`config.mk`:
```
export PLATFORM = sky130hd
export DESIGN_NAME = ibt_overlap_cmp
export DESIGN_NICKNAME = d
export VERILOG_FILES = /design/src/hw/rtl/ibt_pkg.sv /design/src/hw/rtl/ibt_overlap_cmp.sv
export SDC_FILE = /design/constraint.sdc
export NUM_CORES = 1
export LEC_CHECK = 0
export ABC_AREA = 1
export ABC_CLOCK_PERIOD_IN_PS = 900
export BUFFER_PORTS_ARGS = -buffer_cell sky130_fd_sc_hd__buf_2
export CAP_MARGIN = 20
export CORE_MARGIN = 4
export CORE_UTILIZATION = 38
export DETAILED_ROUTE_END_ITERATION = 8
export PLACE_DENSITY = 0.86
export SLEW_MARGIN = 20
export SYNTH_ARGS = -nofsm -noshare
export SYNTH_HDL_FRONTEND = slang
export SYNTH_SLANG_ARGS = --single-unit
```
`constraint.sdc`:
```
create_clock -name vclk -period 0.9
set_input_delay 0.045 -clock vclk [all_inputs]
set_output_delay 0.045 -clock vclk [all_outputs]
set_load 0.01 [all_outputs]
```
`src/hw/rtl/ibt_pkg.sv`:
```
// Shared types and constants of the interval booking table.
// No dependencies; every other file of the block depends on this package.
package ibt_pkg;

   localparam int ENTRIES   = 1024;
   localparam int TIME_BITS = 32;
   localparam int IDX_BITS  = $clog2(ENTRIES);
   localparam int CNT_BITS  = $clog2(ENTRIES + 1);

   typedef logic [TIME_BITS-1:0] time_type;
   typedef logic [IDX_BITS-1:0]  idx_type;
   typedef logic [CNT_BITS-1:0]  cnt_type;

   typedef enum logic [1:0] {
      ST_BOOKED  = 2'd0,
      ST_OVERLAP = 2'd1,
      ST_FULL    = 2'd2,
      ST_INVALID = 2'd3
   } status_type;

   typedef enum logic [1:0] {
      SEQ_IDLE,
      SEQ_SCAN,
      SEQ_DECIDE
   } seq_state_type;

   typedef struct packed {
      time_type slot_start;
      time_type slot_end;
   } slot_type;

   typedef struct packed {
      logic     wr_en;
      idx_type  wr_addr;
      slot_type wr_data;
      logic     rd_en;
      idx_type  rd_addr;
   } mem_cmd_type;

endpackage

```
`src/hw/rtl/ibt_overlap_cmp.sv`:
```
// Shared overlap comparator: one stored slot against the pending request.
// Depends on ibt_pkg.
module ibt_overlap_cmp (
   input  ibt_pkg::slot_type slot,
   input  ibt_pkg::time_type req_start,
   input  ibt_pkg::time_type req_end,
   output logic              hit
);
   import ibt_pkg::*;

   // half-open intervals: touching ends do not overlap
   assign hit = (slot.slot_start < req_end) && (slot.slot_end > req_start);

endmodule

```
Yosys cells after proc, flatten, opt, wreduce, memory -nomap -nowiden. Cells that the tools add are included.

Flip-flop bits (word level): 0. Input port bits: 128. Output and inout bits: 1. Word-level logic and storage cells: 3.

$lt $le $gt $ge: 2. Reductions and logical operators: 1.

Operators by type and width (count): $gt 32x32->1 (1); $lt 32x32->1 (1); $logic_and 1x1->1 (1).

Longest topological paths before layout.
Depth in word-level cells: 2. Depth in mapped cells: 13. Mapped depth without buffers: 13.

Worst setup path after synthesis. Ideal clock, no wire load.

Kind: input -> output. Start: input req_end[25]. End: output hit. Arrival time: 1.007 ns. Data required time: 0.855 ns. Setup slack: -0.152 ns. Stages: 11. Buffers on the path: 0. Cells stage by stage: inv_1 ha_1 nand2_1 inv_1 o21ai_1 a21oi_1 nor2_1 nand2_1 nor2_1 nand2_1 nor2_1.

Longest elaborated chain between the ends: 2.

Ends and longest elaborated chain: from (decl) (RTL line ibt_overlap_cmp.sv:6) `input ibt_pkg::time_type req_end,`; $lt 32x32->1 (RTL line ibt_overlap_cmp.sv:12) `assign hit = (slot.slot_start < req_end) && (slot.slot_end > req_start);`; $logic_and 1x1->1 (RTL line ibt_overlap_cmp.sv:12); to (decl) (RTL line ibt_overlap_cmp.sv:7) `output logic hit`.

No other way between the ends.

Final worst setup path.
Start: input slot[21] (netlist name). End: output hit.

Longest elaborated chain between the ends: 2.

Ends and longest elaborated chain: from (decl) (RTL line ibt_overlap_cmp.sv:4) `input ibt_pkg::slot_type slot,`; $gt 32x32->1 (RTL line ibt_overlap_cmp.sv:12); $logic_and 1x1->1 (RTL line ibt_overlap_cmp.sv:12).

No other way between the ends.

==> flow_summary_export.csv <==
group,metric,value,unit
outcome,outcome,"finished with violations",
outcome,violations,"setup timing",
global_route,track_usage,15.7,%
sta,fin_setup_tns,-0.472,ns
setup_path,worstPathCellList,"buf_2 -> ha_4 -> nand2_4 -> nor2_4 -> nand4_1 -> nor2_4 -> nand2_1 -> nand2_1 -> nor2_1 -> nand2_1 -> nor2_2 -> buf_2",
layout,diodes,0,
floorplan,io_pins,129,
setup_path,cp_common_cell,"nand2_1",
yosys,seq_area_frac_synth,0,%
sta,worstMarginPinSlew,0.217,ns
yosys,syn-cell-area,0.00166,mm^2
setup_path,startpoint_type,"input pin",
yosys,synth_nets,458,
setup_path,crit_end,"hit",
routing,drc_errors,0,
layout,drive_above_1_share,48.8,%
sta,finalSetupViolations,1,
placement,dp_hpwl,4230,um
floorplan,dieWidth,74.2,um
layout,nFillCells,331,
floorplan,die_height,74.2,um
layout,layout_common_cells,"116 x buf_2, 63 x inv_1, 45 x ha_1",
routing,wl_per_cell,11.5,um
global_route,grt-ovfl-total,0,
sta,max-slew-margin-rel,85.4,%
floorplan,start_util,40.4,%
power_and_ir_drop,leakage,1.72,nW
setup_path,worst_setup_path_end_kind,"output port",
placement,placedCellCount,446,
setup_path,cp-startpoint,"slot[21]",
setup_path,cpMaxStageDelayCell,"ha_4",
layout,clockBufferCount,0,
floorplan,row_count,23,
global_route,antenna_found_initial,0,
layout,multi_input_area,0.00172,mm^2
yosys,ys_types,17,
setup_path,worstPathRequired,0.85,ns
setup_path,worstPathArrival,1.33,ns
routing,ant_nets,0,
yosys,postSynthAreaPerCell,6.23,um^2
routing,vias_per_cell,4.77,
setup_path,max_stage_delay,0.28,ns
layout,syn_to_final_growth,72.0,%
run,drv_cap,0,
layout,seqCellArea,0,um^2
layout,nets,593,
routing,wl,5170,um
floorplan,dieArea,0.00550,mm^2
layout,design.seq.count,0,
sta,max_freq,0.729,GHz
sta,setup_slack,-0.472,ns
yosys,syn_inst,267,
setup_path,cp_max_fo,2,
layout,instances_no_fill,450,
sta,rsz0062_at_grt,"true",
sta,whs,0.737,ns
global_route,grt_pass1_wl,7250,um
sta,slew_violations,0,
routing,vias,2148,
placement,port_buffers,129,
routing,first_pass_iters,4,
power_and_ir_drop,max-vdd-ir-drop,0.222,mV
layout,final_common_cell,"buf_2",
global_route,grt_max_degree,4,
worst_hold_path,hp-class,"input pin to output port",
sta,post-route-min-period,1.37,ns
setup_path,critPathKind,"input pin to output port",
sta,period_share,152,%
sta,finalHoldViolCount,0,
clocking,postCtsHoldBufs,0,
floorplan,fp.coreArea,0.00412,mm^2
power_and_ir_drop,power_density,437,mW/mm^2
global_route,first_global_vias,2004,
placement,gp_congestion,0.756,
routing,drtIter0Drc,47,
yosys,synth_warnings,0,
placement,pre_cts_ws,-0.476,ns
[synthesized netlist by cell type]
library cell / number / area, um^2
nor2_2: 3 / 18.8
o21ai_0: 8 / 40.0
nand4_1: 4 / 25.0
ha_1: 63 / 788
o21ai_1: 1 / 5.00
o21a_1: 4 / 30.0
o21bai_1: 1 / 7.51
a21oi_1: 33 / 165
inv_1: 78 / 293
nand3_1: 3 / 15.0
or2_1: 1 / 6.26
nor3_1: 1 / 5.00
a21oi_2: 1 / 8.76
nand4_2: 1 / 12.5
inv_2: 1 / 3.75
nor2_1: 11 / 41.3
nand2_1: 53 / 199
[cell type report]
cell class	instances	area share, %
multi-input cells	188	60.1
inverters	79	11.0
repair buffers	133	26.7
well taps	50	2.19
[worst max-delay path, delay by kind of cell]
| kind | cells | cell delay (ns) |
|---|---|---|
| AND/OR/NAND/NOR | 9 | 0.74 |
| buffers and inverters | 2 | 0.26 |
| adder cells (fa/ha/maj) | 1 | 0.28 |
[worst min-delay path by stage]
stage / cells past startpoint / end / start / slack (ns)
after floorplan: 8 / hit / slot[63] / 0.50
after global placement: 9 / hit / slot[31] / 0.76
after detailed placement: 9 / hit / slot[31] / 0.79
after CTS: 10 / hit / slot[62] / 0.78
after global routing: 10 / hit / slot[63] / 0.82
final: 10 / hit / slot[63] / 0.74
[per-layer routing]
| metal | track usage [%] | vias to the layer above | routed length [um] |
|---|---|---|---|
| li1 | - | 1118 | - |
| met1 | 16.0 | 931 | 1890 |
| met2 | 34.6 | 93 | 2770 |
| met3 | 1.49 | 6 | 478 |
| met4 | 0.604 | 0 | 36 |
| met5 | 0 | - | 0 |
[power breakdown]
group          switching [W]  internal, W  total (W)
sequential                 0            0          0
combinational       0.000594     0.000658    0.00125
clock                      0            0          0
total               0.000594     0.000658    0.00125
[through the flow]
step	utilization, %	cell area (um^2)	total power, W
6_report	69.5	2860	0.00125
5_1_grt	69.5	2860	0.00142
4_1_cts	64.3	2650	0.00108
3_5_place_dp	59.6	2450	0.000961
3_3_place_gp	59.6	2450	0.000922
2_1_floorplan	-	1740	0.000546
[cells by family (layout without fill, tap and decap cells)]
family,count (synthesis),in the layout,share of synthesized area [%]
adder cells (fa/ha/maj),63,63,47.4
buffers and inverters,79,212,17.8
AO/OA/AOI/OAI,48,48,15.4
AND/OR/NAND/NOR,77,77,19.4
[repair_timing]
action / CTS / global route
gates resized for setup: 33 / 37
pin swaps: 23 / 28
endpoints found under the setup margin: 1 / 1
setup buffers: 2 / 2
No activity file was read; power rests on OpenSTA's default activity.
