**config.mk**
```make
export PLATFORM = sky130hd
export DESIGN_NAME = ibt_seq_flat
export DESIGN_NICKNAME = d
export VERILOG_FILES = /design/src/hw/rtl/ibt_pkg.sv /design/src/hw/rtl/ibt_if.sv /design/src/hw/rtl/ibt_seq.sv /design/src/flat_wrapper.sv
export SDC_FILE = /design/constraint.sdc
export NUM_CORES = 1
export LEC_CHECK = 0
export ABC_AREA = 1
export ABC_CLOCK_PERIOD_IN_PS = 9700
export BUFFER_PORTS_ARGS = -buffer_cell sky130_fd_sc_hd__clkbuf_2
export CAP_MARGIN = 20
export CORE_MARGIN = 2
export CORE_UTILIZATION = 45
export CTS_BUF_LIST = sky130_fd_sc_hd__clkbuf_16
export CTS_CLUSTER_DIAMETER = 120
export DETAILED_ROUTE_END_ITERATION = 16
export GPL_ROUTABILITY_DRIVEN = 0
export GPL_TIMING_DRIVEN = 0
export PLACE_DENSITY = 0.85
export REMOVE_ABC_BUFFERS = 1
export SYNTH_ARGS = -nofsm -noshare
export SYNTH_HDL_FRONTEND = slang
export SYNTH_SLANG_ARGS = --single-unit
```
**constraint.sdc**
```tcl
create_clock -name clock -period 9.7 [get_ports clock]
set_clock_uncertainty 0.2 [all_clocks]
set_input_delay 0.97 -clock clock [delete_from_list [all_inputs] [get_ports clock]]
set_output_delay 0.97 -clock clock [all_outputs]
set_load 0.01 [all_outputs]
```
**src/hw/rtl/ibt_pkg.sv**
```systemverilog
// Shared types and constants of the interval booking table.
// No dependencies; every other file of the block depends on this package.
package ibt_pkg;

   localparam int ENTRIES   = 1024;
   localparam int TIME_BITS = 32;
   localparam int IDX_BITS  = $clog2(ENTRIES);
   localparam int CNT_BITS  = $clog2(ENTRIES + 1);

   typedef logic [TIME_BITS-1:0] time_type;
   typedef logic [IDX_BITS-1:0]  idx_type;
   typedef logic [CNT_BITS-1:0]  cnt_type;

   typedef enum logic [1:0] {
      ST_BOOKED  = 2'd0,
      ST_OVERLAP = 2'd1,
      ST_FULL    = 2'd2,
      ST_INVALID = 2'd3
   } status_type;

   typedef enum logic [1:0] {
      SEQ_IDLE,
      SEQ_SCAN,
      SEQ_DECIDE
   } seq_state_type;

   typedef struct packed {
      time_type slot_start;
      time_type slot_end;
   } slot_type;

   typedef struct packed {
      logic     wr_en;
      idx_type  wr_addr;
      slot_type wr_data;
      logic     rd_en;
      idx_type  rd_addr;
   } mem_cmd_type;

endpackage

```
**src/hw/rtl/ibt_if.sv**
```systemverilog
// Valid/ready channel interfaces of the interval booking table.
// Depends on ibt_pkg for the payload widths.
interface ibt_req_if;
   logic                          valid;
   logic                          ready;
   logic [ibt_pkg::TIME_BITS-1:0] start_time;
   logic [ibt_pkg::TIME_BITS-1:0] end_time;

   modport source (output valid, output start_time, output end_time, input ready);
   modport sink   (input valid, input start_time, input end_time, output ready);
endinterface

interface ibt_rsp_if;
   logic       valid;
   logic       ready;
   logic [1:0] status;

   modport source (output valid, output status, input ready);
   modport sink   (input valid, input status, output ready);
endinterface

```
**src/hw/rtl/ibt_seq.sv**
```systemverilog
// Sequencer: takes a request, scans the valid slots one per cycle through
// the shared comparator, then books or rejects. Depends on ibt_pkg, ibt_if.
module ibt_seq (
   input  logic                 clock,
   input  logic                 reset,
   ibt_req_if.sink              req_bus,
   ibt_rsp_if.source            rsp_bus,
   input  logic                 cmp_hit,
   output ibt_pkg::time_type    cur_start,
   output ibt_pkg::time_type    cur_end,
   output ibt_pkg::mem_cmd_type mem_cmd
);
   import ibt_pkg::*;

   seq_state_type state_ff, state_in;
   time_type      start_ff, start_in;
   time_type      end_ff, end_in;
   logic          invalid_ff, invalid_in;
   logic          hit_ff, hit_in;
   logic          pend_ff, pend_in;
   cnt_type       idx_ff, idx_in;
   cnt_type       count_ff, count_in;
   logic          rsp_valid_ff, rsp_valid_in;
   status_type    status_ff, status_in;

   logic       accept;
   logic       req_bad;
   logic       scan_done;
   logic       done;
   logic       booked;
   status_type verdict;

   assign accept    = req_bus.valid && req_bus.ready;
   assign req_bad   = req_bus.start_time >= req_bus.end_time;
   assign scan_done = (idx_ff == count_ff) && !pend_ff;
   // result register free (or being emptied this cycle)
   assign done      = (state_ff == SEQ_DECIDE) && (!rsp_valid_ff || rsp_bus.ready);

   always_comb begin
      if (invalid_ff) begin
         verdict = ST_INVALID;
      end else if (hit_ff) begin
         verdict = ST_OVERLAP;
      end else if (count_ff == CNT_BITS'(ENTRIES)) begin
         verdict = ST_FULL;
      end else begin
         verdict = ST_BOOKED;
      end
   end

   // next state
   always_comb begin
      state_in = state_ff;
      unique case (state_ff)
         SEQ_IDLE: begin
            if (accept) begin
               state_in = req_bad ? SEQ_DECIDE : SEQ_SCAN;
            end
         end
         SEQ_SCAN: begin
            if (scan_done) begin
               state_in = SEQ_DECIDE;
            end
         end
         SEQ_DECIDE: begin
            if (done) begin
               state_in = SEQ_IDLE;
            end
         end
         default: state_in = SEQ_IDLE;
      endcase
   end

   // outputs and datapath
   always_comb begin
      req_bus.ready = (state_ff == SEQ_IDLE);
      booked        = done && (verdict == ST_BOOKED);

      mem_cmd.rd_en           = (state_ff == SEQ_SCAN) && (idx_ff != count_ff);
      mem_cmd.rd_addr         = idx_ff[IDX_BITS-1:0];
      mem_cmd.wr_en           = booked;
      mem_cmd.wr_addr         = count_ff[IDX_BITS-1:0];
      mem_cmd.wr_data.slot_start = start_ff;
      mem_cmd.wr_data.slot_end   = end_ff;

      start_in   = accept ? req_bus.start_time : start_ff;
      end_in     = accept ? req_bus.end_time : end_ff;
      invalid_in = accept ? req_bad : invalid_ff;
      idx_in     = accept ? '0 : (mem_cmd.rd_en ? idx_ff + 1'b1 : idx_ff);
      pend_in    = mem_cmd.rd_en;
      if (accept) begin
         hit_in = 1'b0;
      end else begin
         hit_in = hit_ff || (pend_ff && cmp_hit);
      end
      count_in = booked ? count_ff + 1'b1 : count_ff;

      if (done) begin
         rsp_valid_in = 1'b1;
         status_in    = verdict;
      end else begin
         rsp_valid_in = rsp_valid_ff && !rsp_bus.ready;
         status_in    = status_ff;
      end

      rsp_bus.valid  = rsp_valid_ff;
      rsp_bus.status = status_ff;
      cur_start      = start_ff;
      cur_end        = end_ff;
   end

   always_ff @(posedge clock) begin
      if (reset) begin
         state_ff     <= SEQ_IDLE;
         count_ff     <= '0;
         pend_ff      <= 1'b0;
         hit_ff       <= 1'b0;
         idx_ff       <= '0;
         rsp_valid_ff <= 1'b0;
      end else begin
         state_ff     <= state_in;
         count_ff     <= count_in;
         pend_ff      <= pend_in;
         hit_ff       <= hit_in;
         idx_ff       <= idx_in;
         rsp_valid_ff <= rsp_valid_in;
      end
   end

   always_ff @(posedge clock) begin
      start_ff   <= start_in;
      end_ff     <= end_in;
      invalid_ff <= invalid_in;
      status_ff  <= status_in;
   end

endmodule

```
**src/flat_wrapper.sv**
```systemverilog
// flat-port wrapper written by rule: the top's interface ports become plain ports
module ibt_seq_flat import ibt_pkg::*;
  (clock, reset, cmp_hit, cur_start, cur_end, mem_cmd, req_bus_valid, req_bus_start_time, req_bus_end_time, req_bus_ready, rsp_bus_valid, rsp_bus_status, rsp_bus_ready);
  ibt_req_if req_bus_i ();
  ibt_rsp_if rsp_bus_i ();
  input  logic clock;
  input  logic reset;
  input  logic cmp_hit;
  output ibt_pkg::time_type cur_start;
  output ibt_pkg::time_type cur_end;
  output ibt_pkg::mem_cmd_type mem_cmd;
  input wire logic [$bits(req_bus_i.valid)-1:0] req_bus_valid;
  input wire logic [$bits(req_bus_i.start_time)-1:0] req_bus_start_time;
  input wire logic [$bits(req_bus_i.end_time)-1:0] req_bus_end_time;
  output wire logic [$bits(req_bus_i.ready)-1:0] req_bus_ready;
  output wire logic [$bits(rsp_bus_i.valid)-1:0] rsp_bus_valid;
  output wire logic [$bits(rsp_bus_i.status)-1:0] rsp_bus_status;
  input wire logic [$bits(rsp_bus_i.ready)-1:0] rsp_bus_ready;
  assign req_bus_i.valid = req_bus_valid;
  assign req_bus_i.start_time = req_bus_start_time;
  assign req_bus_i.end_time = req_bus_end_time;
  assign req_bus_ready = req_bus_i.ready;
  assign rsp_bus_valid = rsp_bus_i.valid;
  assign rsp_bus_status = rsp_bus_i.status;
  assign rsp_bus_i.ready = rsp_bus_ready;
  ibt_seq u_core (.clock(clock), .reset(reset), .req_bus(req_bus_i), .rsp_bus(rsp_bus_i), .cmp_hit(cmp_hit), .cur_start(cur_start), .cur_end(cur_end), .mem_cmd(mem_cmd));
endmodule
```
# Word level (Yosys, flattened, before mapping)

Cells that the tools add are included.

Register bits after elaboration: 94

Add/sub/neg operators: 2
Magnitude comparators: 1
Eq/ne operators: 8
Muxes and demuxes: 9
Reductions and logical operators: 16

Operator list:

| cell                    | number |
|---|---|
| $ge A32 B32 Y1          | 1 |
| $add A11 B1 Y11 const B | 2 |
| $mux W2                 | 7 |
| $eq A11 B11 Y1          | 1 |
| $eq A11 B11 Y1 const B  | 1 |
| $ne A11 B11 Y1          | 1 |
| $logic_and A1 B1 Y1     | 7 |
| $pmux W2 S3             | 1 |
| $logic_not A2 Y1        | 2 |
| $ne A2 B1 Y1 const B    | 2 |
| $logic_not A1 Y1        | 3 |
| $reduce_and A3 Y1       | 1 |
| $eq A2 B1 Y1 const B    | 1 |
| $eq A2 B2 Y1 const B    | 1 |
| $logic_or A1 B1 Y1      | 2 |
| $ne A2 B2 Y1 const B    | 1 |
| $reduce_or A2 Y1        | 1 |
| $mux W1                 | 1 |

# Depth between registers and ports, before layout

Gate-level depths: netlist of run 1.

Depth in word-level cells: 6
Depth in mapped cells: 15
Gate-level depth less buffers: 15

# Worst setup path after synthesis of run 1

Ideal clock, no wire load.

Path kind: input to register
Start point: input req_bus_valid
End point: register u_core.idx_ff[0]
Setup time: 126 ps
Data arrival time: 4306 ps
Data required time: 9374 ps
Slack: 5068 ps
Cell stages on the path: 5
Buffers on the path: 0
Cell sequence: inv_1 -> nor2_1 -> nor2_1 -> clkinv_1 -> a21oi_1

Cells in the longest elaborated chain, start to end: 2

RTL lines:

| element                    | RTL line           | source |
|---|---|---|
| start, declared            | flat_wrapper.sv:12 | `input wire logic [$bits(req_bus_i.valid)-1:0] req_bus_valid;` |
| $logic_and A1 B1 Y1        | ibt_seq.sv:33      | `assign accept = req_bus.valid && req_bus.ready;` |
| named net u_core.accept    | ibt_seq.sv:26      | `logic accept;` |
| $reduce_or A2 Y1 (no line) | --                 |  |
| end signal, assigned       | ibt_seq.sv:125     | `idx_ff <= idx_in;` |
| end, declared              | ibt_seq.sv:21      | `cnt_type idx_ff, idx_in;` |

The timed path passes the listed nets, and every way through them passes these cells.
A chain may end at the register's enable or synchronous reset.

==> impl_metrics.csv, run 1 <==
group,metric,value,unit
run_status,outcome,"complete, no violations",
clock_network,cts_setup_buffers,0,
global_route,grt_pass1_vias,3700,
place,port_buffers,222,
setup_path,end_kind,"primary output",
final_layout,stdcell_count,828,
global_route,grt_pass1_wl,18200,um
detailed_routing,route.detailed.drc,0,
floorplanning,die-area,12300,um2
clock_network,numCtsBuffers,9,
setup_path,critPathTopFamily,"buffers and inverters",
detailed_routing,first_iter_violations,125,
timing,tightest_slew,0.930,ns
place,placed_cells,812,
worst_hold_path,hp-start,"u_core.hit_ff",
final_layout,fin_nets,784,
floorplanning,start_util,0.457,
floorplanning,fp.dieH,111,um
detailed_routing,wl_per_cell,13.9,um
synth,seq_area_frac_synth,0.495,
clock_network,clk_pin_slew_worst_paths,0.07,ns
timing,clock.fmax,315,MHz
place,dp_hpwl,9320,um
synth,ys_types,31,
place,dpl_worst_slack,6.58,ns
setup_path,cp-start-kind,"register",
detailed_routing,antenna_left,0,
final_layout,drive_gt1_frac,0.380,
synth,yosysWarnings,0,
pwr,switching_power,0.000302,W
timing,worst_slack,6.53,ns
flow_run,drv_cap,0,
pwr,sequentialPowerShare,0.461,
synth,synthMostInstantiatedCell,"nand2_1",
setup_path,cp_max_fo,13,
floorplanning,ios,223,
pwr,p_int,0.000784,W
synth,syn_inst,535,
synth,ys_ff_latch,94,
pwr,vdd_drop_max,0.000114,V
global_route,antenna_found_initial,0,
synth,yosysTopAreaCell,"edfxtp_1",
floorplanning,die_w,111,um
setup_path,cp.arrival,2.00,ns
synth,synth_edf_count,67,
worst_hold_path,hold_depth,2,
setup_path,ff2ff_setup_slack,7.54,ns
clock_network,cts_sinks,94,
clock_network,hold_buffers,0,
detailed_routing,wl,11500,um
worst_hold_path,hold_class,"reg -> reg",
setup_path,r2r_start,"u_core.state_ff[0]",
detailed_routing,vias,3913,
detailed_routing,vias_per_cell,4.73,
setup_path,cp.required,8.53,ns
setup_path,path_buf_inv,4,
pwr,combPwrFrac,0.187,
pwr,p_clk_frac,0.352,
global_route,track_usage,0.187,
timing,setup_violations,0,
clock_network,clk_latency,0.34,ns
timing,hold_viol,0,
synth,synth_top_area_frac,0.390,
setup_path,cpMostUsedCell,"inv_1",
clock_network,cts_tree,"built",
pwr,p_leak,2.95,nW
detailed_routing,firstDrtPassIters,4,
setup_path,reg2reg_depth,4,
floorplanning,core-area,11300,um2
setup_path,slowest_stage,"dfxtp_1",
pwr,power.density,178,nW/um2
global_route,grt_max_degree,38,
final_layout,area_growth,18.8,%
setup_path,slowest_delay,0.49,ns
clock_network,cts-htree-levels,3,
floorplanning,rows,39,
global_route,gr-total-overflow,0,
clock_network,clockBufferDepth,2,
final_layout,antenna_cells,0,
timing,slew_viol_final,0,
setup_path,r2r-end,"u_core.cur_end[13]",
setup_path,path_cells,"inv_1, ha_1, nand3_1, inv_1, nand2_1, nand2_2, inv_2, clkbuf_2",
timing,whs,0.315,ns
synth,avgSynthCellArea,9.63,um2
pwr,swShare,0.278,
worst_hold_path,min_to,"u_core.hit_ff",
timing,finalCritPeriodShare,0.327,
synth,async_flop_share,0,
timing,rsz0062_at_grt,"false",
timing,finalSetupTns,0,ns
synth,synthTopCellsByCount,"107 x nand2_1, 86 x buf_4, 67 x edfxtp_1",
synth,synth_area_leaders,"edfxtp_1 39%, buf_4 13%, dfxtp_1 10%, ha_1 8.5%, nand2_1 7.8%",
setup_path,worstSetupPathType,"reg -> out",
timing,relSlewSlack,0.379,
timing,finalCriticalPeriod,3.17,ns
clock_network,cts_resized,0,
synth,synth_area,5150,um2
synth,ys.flop_type,"edfxtp_1",
clock_network,cts-root-buf,"clkbuf_16",
[routing by layer]
metal,global-route usage,part of all wire,vias up
li1,-,-,1954
met1,0.216,0.39,1780
met2,0.336,0.51,151
met3,0.0344,0.052,28
met4,0.0889,0.039,0
met5,0,0,-
[cell usage in the layout, fill, tap and decap left out, drive strengths merged]
cell / n
nor2: 30
ha: 35
dfxtp: 27
edfxtp: 67
nor3b: 1
buf: 1
bufinv: 2
nor4: 3
nand4: 6
xor2: 11
a21boi: 1
nand3: 12
clkinv: 4
a21oi: 37
or2: 3
o21a: 3
nand2: 109
xnor2: 8
nor3: 11
inv: 73
clkbuf: 231
o21ai: 10
[worst max-delay path by stage]
stage | startpoint | end | slack [ns] | depth (start not counted)
global placement | req_bus_valid | u_core.idx_ff[8] | 3.69 | 6
global route | u_core.count_ff[0] | mem_cmd[85] | 6.34 | 8
CTS | u_core.count_ff[0] | mem_cmd[85] | 6.54 | 8
floorplan | req_bus_valid | u_core.idx_ff[0] | 5.07 | 5
finish | u_core.count_ff[0] | mem_cmd[85] | 6.53 | 8
detailed placement | rsp_bus_ready | mem_cmd[85] | 6.58 | 6
[worst reg2reg max path: cells and delay by family (launching register included)]
family	cells	cell delay [ns]
buf+inv	2	0.43
flops	1	0.32
simple gates	2	0.89
[registers in the layout (all words and copies together) (netlist names)]
name                   cells
u_core.cur_end            32
u_core.cur_start          32
u_core.count_ff           11
u_core.idx_ff             11
u_core.rsp_bus.status      2
u_core.state_ff            2
u_core.hit_ff              1
u_core.invalid_ff          1
u_core.pend_ff             1
u_core.rsp_bus.valid       1
[kinds of logic after synthesis]
logic type,share of synthesized area
buffers and inverters,0.183
and+or+nand+nor,0.147
adders and majority gates,0.0850
xor gates and xnor gates,0.0323
AOI/OAI and AO/OA,0.0580
DFF,0.495
[power by group through the flow]
stage / Clock (W) / Sequential [W] / Combinational, W
6_report: 0.000382 / 0.000501 / 0.000203
5_1_grt: 0.000406 / 0.000505 / 0.000223
4_1_cts: 0.000390 / 0.000502 / 0.000206
3_5_place_dp: 0 / 0.000511 / 0.000205
3_3_place_gp: 0 / 0.000514 / 0.000195
2_1_floorplan: 0 / 0.000545 / 0.0000664
[area by class of cell]
cell class,instances,area [um2]
Multi-Input combinational cell,280,1670
Fill cell,1005,5150
Clock inverter,7,96.3
Inverter,72,270
Timing Repair Buffer,223,1130
Clock buffer,9,225
Sequential cell,94,2550
Tap cell,143,179
[metrics by stage]
step | instance area, um2 | power [W] | util
floorplan | 4480 | 0.000611 | -
global placement | 5770 | 0.000709 | 0.512
detailed placement | 5800 | 0.000716 | 0.514
CTS | 6120 | 0.00110 | 0.543
global route | 6120 | 0.00113 | 0.543
finish | 6120 | 0.00109 | 0.543
(Power assumes the default switching activity.)
==> run 2: changes to the inputs <==
Settings changed: ABC_CLOCK_PERIOD_IN_PS 9700 to 3200.
Clock period 9.7 ns to 3.2 ns, I/O delays scaled along.
==> impl_metrics.csv, run 2 (synthesis gave the netlist of run 1 again) <==
group,metric,value,unit
run_status,outcome,"complete, no violations",
floorplanning,fp.dieH,111,um
clock_network,numCtsBuffers,9,
floorplanning,start_util,0.457,
pwr,combPwrFrac,0.205,
floorplanning,core-area,11300,um2
global_route,grt_pass1_vias,4255,
final_layout,layout_commonest_cell,"clkbuf_2",
detailed_routing,first_iter_violations,160,
timing,hold_viol,0,
clock_network,cts_tree,"built",
final_layout,fill_cells,915,
clock_network,cts_sinks,94,
place,port_buffers,222,
global_route,grt_pass1_wl,20700,um
timing,finalSetupTns,0,ns
timing,tightest_slew,0.916,ns
final_layout,drive_gt1_frac,0.347,
detailed_routing,vias,4303,
place,dpl_worst_slack,1.04,ns
pwr,swShare,0.282,
pwr,power.density,500,nW/um2
timing,whs,0.0380,ns
detailed_routing,vias_per_cell,4.81,
timing,finalCritPeriodShare,0.786,
timing,worst_slack,0.684,ns
detailed_routing,route.detailed.drc,0,
clock_network,clk_pin_slew_worst_paths,0.07,ns
setup_path,cp.required,2.68,ns
detailed_routing,firstDrtPassIters,6,
clock_network,clk_latency,0.34,ns
global_route,antenna_found_initial,3,
detailed_routing,wl_per_cell,14.8,um
clock_network,cts_resized,0,
pwr,sequentialPowerShare,0.450,
pwr,p_int,0.00243,W
timing,relSlewSlack,0.388,
floorplanning,rows,39,
final_layout,final_cell_mix,"222 x clkbuf_2, 107 x nand2_1, 67 x edfxtp_1",
timing,clock.fmax,397,MHz
global_route,track_usage,0.212,
clock_network,clockBufferDepth,2,
final_layout,fin_nets,848,
place,dp_hpwl,9320,um
pwr,power,0.00338,W
detailed_routing,antenna_left,0,
final_layout,area_growth,31.3,%
clock_network,cts-root-buf,"clkbuf_16",
pwr,switching_power,0.000955,W
setup_path,cp_max_fo,13,
pwr,vdd_drop_max,0.000262,V
global_route,grt_max_degree,38,
floorplanning,ios,223,
flow_run,drv_cap,0,
floorplanning,die_w,111,um
clock_network,cts-htree-levels,3,
timing,slew_viol_final,0,
pwr,p_leak,3.22,nW
setup_path,cp-start-kind,"register",
place,placedInstanceArea,5800,um2
pwr,p_clk_frac,0.345,
floorplanning,die-area,12300,um2
timing,setup_violations,0,
detailed_routing,wl,13300,um
global_route,gr-total-overflow,0,
setup_path,cp.arrival,2.00,ns
setup_path,worstSetupPathType,"reg -> out",
setup_path,end_kind,"primary output",
timing,finalCriticalPeriod,2.52,ns
worst_hold_path,hold_class,"in -> reg",
timing,rsz0062_at_grt,"false",
final_layout,stdcell_area,6770,um2
[run 2: changes by cell type in the layout (fill, tap and decap cells not counted)]
| cell | change |
|---|---|
| dlygate4sd3_1 | +64 |
| diode_2 | +3 |
[run 2: worst paths after layout]
path,start,to,slack (ns),depth (start not counted)
max,u_core.count_ff[0],mem_cmd[85],0.68,8
min,cmp_hit,u_core.hit_ff,0.04,3
min reg2reg,u_core.hit_ff,u_core.hit_ff,0.32,2
max reg2reg,u_core.state_ff[0],u_core.cur_start[13],1.03,4
[run 2: power by group through the flow]
stage	clock, W	sequential (W)	combinational (W)
3_3_place_gp	0	0.00156	0.000590
3_5_place_dp	0	0.00155	0.000621
5_1_grt	0.00123	0.00154	0.000754
6_report	0.00117	0.00152	0.000693
4_1_cts	0.00118	0.00152	0.000688
2_1_floorplan	0	0.00165	0.000201
[run 2: metal layers]
metal / wire length, um / part of all wire / GRT usage / up-vias
li1: - / - / - / 2086
met1: 5050 / 0.38 / 0.237 / 1988
met2: 6980 / 0.53 / 0.389 / 188
met3: 692 / 0.052 / 0.0295 / 41
met4: 547 / 0.041 / 0.117 / 0
met5: 0 / 0 / 0 / -
[run 2: worst max-delay path, cell delays in order, from the launching register on]
cell      delay [ns]
dfxtp_1         0.49
inv_1           0.18
ha_1            0.23
nand3_1         0.07
inv_1           0.04
nand2_1         0.08
nand2_2         0.18
inv_2           0.22
clkbuf_2        0.16
[run 2: final cells by class]
class	instances	area, um2	area share
well taps	143	179	0.0264
flip-flops and latches	94	2550	0.377
inverters	72	270	0.0399
repair buffers	287	1770	0.262
clock buffers	9	225	0.0333
diodes	3	7.51	0.00111
clock inverters	7	96.3	0.0142
multi-input cells	280	1670	0.246
[run 2: timing repair]
item                      4_1_cts  5_1_grt
hold endpoints to repair       64        0
hold buffers                   64        0
setup buffers                   0        0
[run 2: per-stage QoR]
stage           util  cells
5_1_grt        0.601    895
3_5_place_dp   0.514    812
2_1_floorplan      -    446
4_1_cts        0.600    892
3_3_place_gp   0.512    811
6_report       0.601    895
==> run 3: changes to the inputs <==
Settings changed: ABC_CLOCK_PERIOD_IN_PS 3200 to 2200, CORE_UTILIZATION 45 to 44, PLACE_DENSITY 0.85 to 0.87.
Clock period 3.2 ns to 2.2 ns, I/O delays scaled along.
==> impl_metrics.csv, run 3 (synthesis gave the netlist of run 1 again) <==
group,metric,value,unit
run_status,outcome,"complete, no violations",
clock_network,cts-htree-levels,3,
timing,hold_viol,0,
detailed_routing,route.detailed.drc,0,
floorplanning,die-area,12600,um2
final_layout,layout_commonest_cell,"clkbuf_2",
timing,clock.fmax,468,MHz
final_layout,multi_input_area,1720,um2
setup_path,cp-start-kind,"register",
global_route,antenna_found_initial,2,
floorplanning,rows,39,
setup_path,reg2reg_depth,4,
global_route,grt_pass1_wl,20900,um
clock_network,clk_pin_slew_worst_paths,0.07,ns
clock_network,cts-root-buf,"clkbuf_16",
setup_path,end_kind,"primary output",
detailed_routing,highest_layer,"met4",
floorplanning,core-area,11400,um2
setup_path,r2r_start,"u_core.state_ff[0]",
worst_hold_path,hold_depth,3,
final_layout,final_cell_mix,"222 x clkbuf_2, 104 x nand2_1, 67 x edfxtp_1",
detailed_routing,first_iter_violations,232,
final_layout,area_growth,32.6,%
floorplanning,ios,223,
clock_network,clockBufferDepth,2,
detailed_routing,wl_per_cell,15.2,um
detailed_routing,antenna_left,0,
pwr,p_leak,3.23,nW
detailed_routing,met3_length,884,um
clock_network,clk_latency,0.34,ns
timing,rsz0062_at_grt,"true",
final_layout,drive_gt1_frac,0.371,
setup_path,cp.arrival,1.72,ns
floorplanning,fp.dieH,112,um
clock_network,numCtsBuffers,9,
worst_hold_path,hold_class,"in -> reg",
floorplanning,die_w,112,um
setup_path,worstSetupPathType,"reg -> out",
worst_hold_path,min_to,"u_core.rsp_bus.valid",
detailed_routing,vias_per_cell,4.92,
setup_path,ff2ff_setup_slack,0.17,ns
timing,finalCriticalPeriod,2.14,ns
detailed_routing,wl_met1,5000,um
global_route,grt_pass1_vias,4316,
timing,tightest_slew,0.793,ns
global_route,gr-total-overflow,0,
setup_path,cp_max_fo,18,
timing,setup_violations,0,
place,port_buffers,222,
final_layout,seq_area,2560,um2
final_layout,fin_nets,852,
detailed_routing,firstDrtPassIters,4,
place,dp_hpwl,9300,um
global_route,track_usage,0.209,
setup_path,cp.required,1.78,ns
final_layout,stdcell_area,6830,um2
pwr,vdd_drop_max,0.000458,V
flow_run,drv_cap,0,
setup_path,r2r-end,"u_core.cur_end[7]",
pwr,power.density,709,nW/um2
worst_hold_path,hp-start,"rsp_bus_ready",
final_layout,fill_cells,931,
floorplanning,start_util,0.451,
pwr,power,0.00484,W
place,placedInstanceArea,5800,um2
detailed_routing,wl,13600,um
timing,slew_viol_final,0,
clock_network,cts_tree,"built",
timing,relSlewSlack,0.471,
global_route,grt_max_degree,36,
detailed_routing,vias,4416,
clock_network,cts_sinks,94,
detailed_routing,route.met2.wl,7090,um
timing,finalCritPeriodShare,0.971,
-- run 3: cell types whose count changed in the layout (fill, tap and decap cells not counted), sizes merged --
| cell | before | now |
|---|---|---|
| nor2 | 30 | 31 |
| buf | 1 | 3 |
| inv | 73 | 75 |
| dlygate4sd3 | 64 | 65 |
| diode | 3 | 2 |
| clkinv | 4 | 3 |
| bufinv | 2 | 1 |
-- run 3: layout make-up --
| cell class | count | area share |
|---|---|---|
| timing repair buffer | 290 | 0.263 |
| clock buffer | 9 | 0.0330 |
| sequential | 94 | 0.375 |
| clock inverter | 7 | 0.0106 |
| antenna | 2 | 0.000733 |
| inverter | 72 | 0.0403 |
| tap | 143 | 0.0262 |
| multi-input combinational | 281 | 0.251 |
-- run 3: metal layers --
| metal | global-route usage | vias up |
|---|---|---|
| li1 | - | 2098 |
| met1 | 0.228 | 2039 |
| met2 | 0.383 | 219 |
| met3 | 0.0367 | 60 |
| met4 | 0.114 | 0 |
| met5 | 0 | - |
-- run 3: worst max-delay path by stage --
stage          depth (start not counted)                 to               start
3_3_place_gp                           6   u_core.idx_ff[3]  u_core.state_ff[0]
2_1_floorplan                          6   u_core.idx_ff[0]  u_core.state_ff[0]
6_report                               9        mem_cmd[10]    u_core.idx_ff[4]
4_1_cts                                8        mem_cmd[85]  u_core.count_ff[0]
5_1_grt                                8        mem_cmd[10]  u_core.count_ff[3]
3_5_place_dp                           4  u_core.cur_end[6]  u_core.state_ff[0]
-- run 3: worst max-delay path: stages (launching register included) --
cell and delay (ns):
dfxtp_1 0.36, inv_1 0.15, nand2_1 0.06, nand2_1 0.06, nand3_1 0.06, nor2_1 0.13
nand3_2 0.16, nand2_8 0.16, inv_2 0.10, clkbuf_2 0.14
-- run 3: per-stage QoR --
| step | cells | utilization | setup TNS, ns | hold WS [ns] | setup slack [ns] |
|---|---|---|---|---|---|
| 3_5_place_dp | 812 | 0.508 | 0 | 0.216 | 0.0141 |
| 4_1_cts | 894 | 0.593 | 0 | 0.0419 | 0.0164 |
| 5_1_grt | 898 | 0.598 | -0.104 | 0.0619 | -0.0615 |
| 2_1_floorplan | 446 | - | -147.12 | 0.0824 | -2.09 |
| 3_3_place_gp | 811 | 0.505 | -219.61 | 0.215 | -3.20 |
| 6_report | 898 | 0.598 | 0 | 0.0525 | 0.0631 |
-- run 3: timing repair --
item | CTS | global route
gates cloned | 1 | 0
endpoints found under the setup margin | 19 | 5
buffers inserted | 0 | 2
endpoints found under the hold margin | 65 | 0
gates resized for setup | 6 | 12
pin swaps | 1 | 5
hold buffers | 65 | 0
-- run 3: power breakdown --
part | leakage (nW) | internal, W | switching (W) | total, W
clock | 0.152 | 0.000888 | 0.000682 | 0.00157
sequential | 0.859 | 0.00212 | 0.000101 | 0.00222
combinational | 2.22 | 0.000432 | 0.000623 | 0.00106
total | 3.23 | 0.00344 | 0.00141 | 0.00484
